===== config.mk =====
export PLATFORM = sky130hd
export DESIGN_NAME = lge_cell_unit
export DESIGN_NICKNAME = d
export VERILOG_FILES = /design/src/hdl/lge_pkg.sv /design/src/hdl/lge_cell_unit.sv
export SDC_FILE = /design/constraint.sdc
export NUM_CORES = 1
export LEC_CHECK = 0
export BUFFER_PORTS_ARGS = -buffer_cell sky130_fd_sc_hd__buf_2
export CAP_MARGIN = 25
export CORE_ASPECT_RATIO = 0.75
export CORE_MARGIN = 8
export CORE_UTILIZATION = 40
export CTS_CLUSTER_DIAMETER = 200
export CTS_CLUSTER_SIZE = 16
export DETAILED_ROUTE_END_ITERATION = 16
export MAX_ROUTING_LAYER = met4
export PLACE_DENSITY = 0.59
export SETUP_SLACK_MARGIN = 0.4
export SYNTH_ARGS = -nofsm -noshare
export SYNTH_HDL_FRONTEND = slang
export SYNTH_SLANG_ARGS = --single-unit
export TNS_END_PERCENT = 5

===== constraint.sdc =====
create_clock -name clk -period 5.4 [get_ports clk]
set_clock_uncertainty 0.05 [all_clocks]
set_input_delay 0.27 -clock clk [delete_from_list [all_inputs] [get_ports clk]]
set_output_delay 0.27 -clock clk [all_outputs]
set_load 0.005 [all_outputs]

===== src/hdl/lge_pkg.sv =====
//------------------------------------------------------------------------------
// lge_pkg
// Shared types, constants and helpers for the life generation engine.
//------------------------------------------------------------------------------
`default_nettype none

package lge_pkg;

  localparam int MAX_ROWS  = 64;
  localparam int MAX_COLS  = 64;
  localparam int ROW_W     = $clog2(MAX_ROWS);
  localparam int COL_W     = $clog2(MAX_COLS);
  localparam int CFG_W     = 7;
  localparam int CFG_IDX_W = 1;
  localparam int CMD_W     = 2;

  localparam logic [CFG_W-1:0] ROWS_RST = CFG_W'(MAX_ROWS);
  localparam logic [CFG_W-1:0] COLS_RST = CFG_W'(MAX_COLS);

  localparam logic [CFG_IDX_W-1:0] REG_ROWS = CFG_IDX_W'(0);
  localparam logic [CFG_IDX_W-1:0] REG_COLS = CFG_IDX_W'(1);

  typedef enum logic [CMD_W-1:0] {
    CMD_WRITE = 2'd0,
    CMD_READ  = 2'd1,
    CMD_STEP  = 2'd2,
    CMD_NONE  = 2'd3
  } cmd_t;

  typedef enum logic [2:0] {
    ST_IDLE,
    ST_ACC_RD,
    ST_FETCH,
    ST_SHIFT,
    ST_LOAD,
    ST_CALC,
    ST_WRITE,
    ST_RESP
  } state_t;

  typedef logic [MAX_COLS-1:0] row_t;

  typedef struct packed {
    logic load;
    logic shift;
  } cu_ctrl_t;

  // bit i set when column i is inside the columns in use
  function automatic row_t col_mask(logic [CFG_W-1:0] n);
    row_t m;
    for (int i = 0; i < MAX_COLS; i++) begin
      m[i] = (i < int'(n));
    end
    return m;
  endfunction

endpackage

`default_nettype wire


===== src/hdl/lge_cell_unit.sv =====
//------------------------------------------------------------------------------
// lge_cell_unit
// Shared B3/S23 rule unit: walks a three-row window one column per cycle
// while shift is set, and shifts each new cell into the result row.
//------------------------------------------------------------------------------
`default_nettype none

module lge_cell_unit import lge_pkg::*; (
  input  wire logic     clk,
  input  wire cu_ctrl_t ctrl,
  input  wire row_t     row_a,
  input  wire row_t     row_b,
  input  wire row_t     row_c,
  output row_t          next_row
);

  logic [MAX_COLS+1:0] wa_r, wb_r, wc_r;
  row_t                acc_r;
  logic [3:0]          live;
  logic                born;

  always_comb begin
    live = 4'(wa_r[0]) + 4'(wa_r[1]) + 4'(wa_r[2])
         + 4'(wb_r[0])               + 4'(wb_r[2])
         + 4'(wc_r[0]) + 4'(wc_r[1]) + 4'(wc_r[2]);
    born = (live == 4'd3) || ((live == 4'd2) && wb_r[1]);
  end

  always_ff @(posedge clk) begin
    if (ctrl.load) begin
      wa_r <= {1'b0, row_a, 1'b0};
      wb_r <= {1'b0, row_b, 1'b0};
      wc_r <= {1'b0, row_c, 1'b0};
    end else if (ctrl.shift) begin
      wa_r  <= {1'b0, wa_r[MAX_COLS+1:1]};
      wb_r  <= {1'b0, wb_r[MAX_COLS+1:1]};
      wc_r  <= {1'b0, wc_r[MAX_COLS+1:1]};
      acc_r <= {born, acc_r[MAX_COLS-1:1]};
    end
  end

  assign next_row = acc_r;

endmodule

`default_nettype wire


==> flow_summary.ini <==
[pwr]
p_leak_nw = 5.04
peakVddDrop_uv = 174
p_total_mw = 4.20
power.density_nw_per_um2 = 334

[clocking]
post_cts_buffers = 0
clkSlewWorstSetupHoldPaths_ns = 0.07
cts_hold_buffers = 52
cts.sinks = 259
cts_made_buffers = 20
root_buffer = clkbuf_16
clk_path_buf_depth = 3
cts_resized = 0
cts_tree = yes
h-tree-depth = 1
clkLatencyLatePin_ns = 0.50

[worst_hold_path]
hp-class = input pin to register

[worst_setup_path]
cpMostUsedCell = fa_1
critPathArrivalTime_ns = 3.52
timing.critical_path.slowest_stage_cell = fa_1
critPathRequiredTime_ns = 5.70
cpPeakStageDelay_ns = 0.49
worst_setup_path_end_kind = register
crit_fanout = 2
worstPathCellList = inv_1 > fa_1 > fa_1 > fa_1 > inv_1 > ha_1 > fa_1 > or2_2 > a21oi_1
crit_type = register to register
cp-start-kind = register

[floorplan]
core_area_um2 = 24600
ioPinCount = 259
rows = 50
dieArea_um2 = 30200
die_x_um = 198
initial_core_util_pct = 40.3
die_height_um = 152

[global_route]
grt-ovfl-total = 0
antenna_found_initial = 6
first_global_vias = 6039
grt_use_total_pct = 15.2
grt_pass1_wl_um = 35700
grt_max_degree = 133

[place]
gp_congestion = 0.811
dpl.cell_count = 1082
port_buffers = 258
place_area_um2 = 11500
dpl.hpwl_um = 15100

[yosys]
synth_seq_cells = 259
synthArstFlopShare_pct = 0
synth_top_family_by_area = compound AO/OA/AOI/OAI gates
synthesis.area_um2 = 9930
yosys_warnings = 0
synth_area_per_cell_um2 = 18.9
synth_xor_area_share_pct = 0
synth_mux_area_share_pct = 0.302
synth_edf_count = 256
synth_fa_ha_area_share_pct = 1.18
yosys.area_share.simple_pct = 0.542
synth_commonest_cells = 256 x edfxtp_1, 189 x a22o_1, 19 x clkbuf_1, 12 x buf_2, 11 x inv_1
synthTopCellsByArea = edfxtp_1 77%, a22o_1 17%, buf_6 1.1%
synth_flop_cell = edfxtp_1
synth-compound-area-share_pct = 16.8
synth_nets = 727
ys_seq_area_share_pct = 78.0
synth_cells = 525
yosysTopAreaCell = edfxtp_1
yosysUniqueCellTypes = 19
synth_top_area_share_pct = 77.4
synth.most_common_cell = edfxtp_1

[timing]
rsz0062_at_grt = no
fin_setup_tns_ns = 0
worst_slew_pin_slew_ns = 0.884
setup_viol = 0
max_freq_mhz = 310
hold_ws_ns = 0.0269
relSlewSlack_pct = 41.0
maxSlewViolCount = 0
post-route-period-util_pct = 59.7
min_period_ns = 3.22
hold_viol_final = 0

[cells_and_area]
final_area_um2 = 12600
drive_gt1_share_pct = 34.8
nFillCells = 2095
final_nets = 1020
finalNonFillerCells = 1169
synthToLayoutAreaGrowth_pct = 26.5

[route]
drt_iter0_markers = 444
drc = 0
routed_wl_um = 23200
via_count = 6010
avgViaCountPerCell = 5.14
dr.pass1.iters = 4
wl_per_cell_um = 19.9
final_antenna_net_count = 0

[status]
status = complete, no violations

[run]
maxCapViolCount = 0
==> cell usage in the layout (no fill, tap or decap), drive strengths merged, types with 4 or more instances in the layout <==
cell and n:
a22o 189, buf 262, dlygate4sd3 52, fa 4, edfxtp 256, inv 11
diode 6, clkbuf 28
==> cells by family (layout without fill, tap and decap cells) <==
group	count (synthesis)	in the layout
multiplexers	3	3
other	0	6
buffers and inverters	54	354
flip-flops	259	259
AND/OR/NAND/NOR	10	10
adder cells (fa/ha/maj)	7	7
AO/OA/AOI/OAI	192	192
==> per-layer routing <==
metal | global-route usage [%] | share of wire [%] | vias to the layer above
met3 | 3.60 | 8.7 | 28
met5 | - | 0 | -
met1 | 22.6 | 47 | 2948
li1 | - | - | 2783
met4 | 3.05 | 1.9 | 0
met2 | 20.8 | 42 | 251
==> worst paths after layout <==
path                              startpoint           end  slack [ns]  depth (start not counted)
worst max-delay path                 wa_r[1]  next_row[63]        2.18                          9
worst min-delay path               row_b[54]      wb_r[55]        0.03                          2
worst max register to register       wa_r[1]  next_row[63]        2.18                          9
worst min register to register  next_row[46]  next_row[45]        0.40                          0
==> where the power goes <==
| group | internal (mW) | switching, mW | total [mW] |
|---|---|---|---|
| registers | 2.40 | 0.0605 | 2.46 |
| clock network | 0.712 | 0.658 | 1.37 |
| logic | 0.195 | 0.176 | 0.371 |
==> registers in the layout (all words and copies together), names as in the netlist <==
register,cells
next_row,64
wc_r,65
wb_r,65
wa_r,65
==> stage by stage <==
stage / setup WS (ns) / util [%]
after floorplan: 1.92 / -
after global placement: 2.28 / 46.5
after detailed placement: 2.21 / 46.5
after CTS: 2.17 / 50.9
after global routing: 2.02 / 51.0
final: 2.18 / 51.0
==> critical path, delay by kind of cell (launching register included) <==
kind	cells	cell delay, ns
fa+ha+maj	5	2.05
flops	1	0.39
simple gates	1	0.30
compound gates	1	0.15
buf+inv	2	0.13
==> final cells by class <==
class                      count  area (µm²)  share of cell area [%]
multi-input combinational    212        1880                    15.0
tap                          338         423                    3.37
timing repair buffer         314        1890                    15.0
inverter                      11        41.3                   0.329
sequential                   259        7750                    61.7
clock inverter                 1        16.3                   0.129
clock buffer                  28         552                    4.39
antenna                        6        15.0                   0.120
Power figures use the tool's default switching activity.
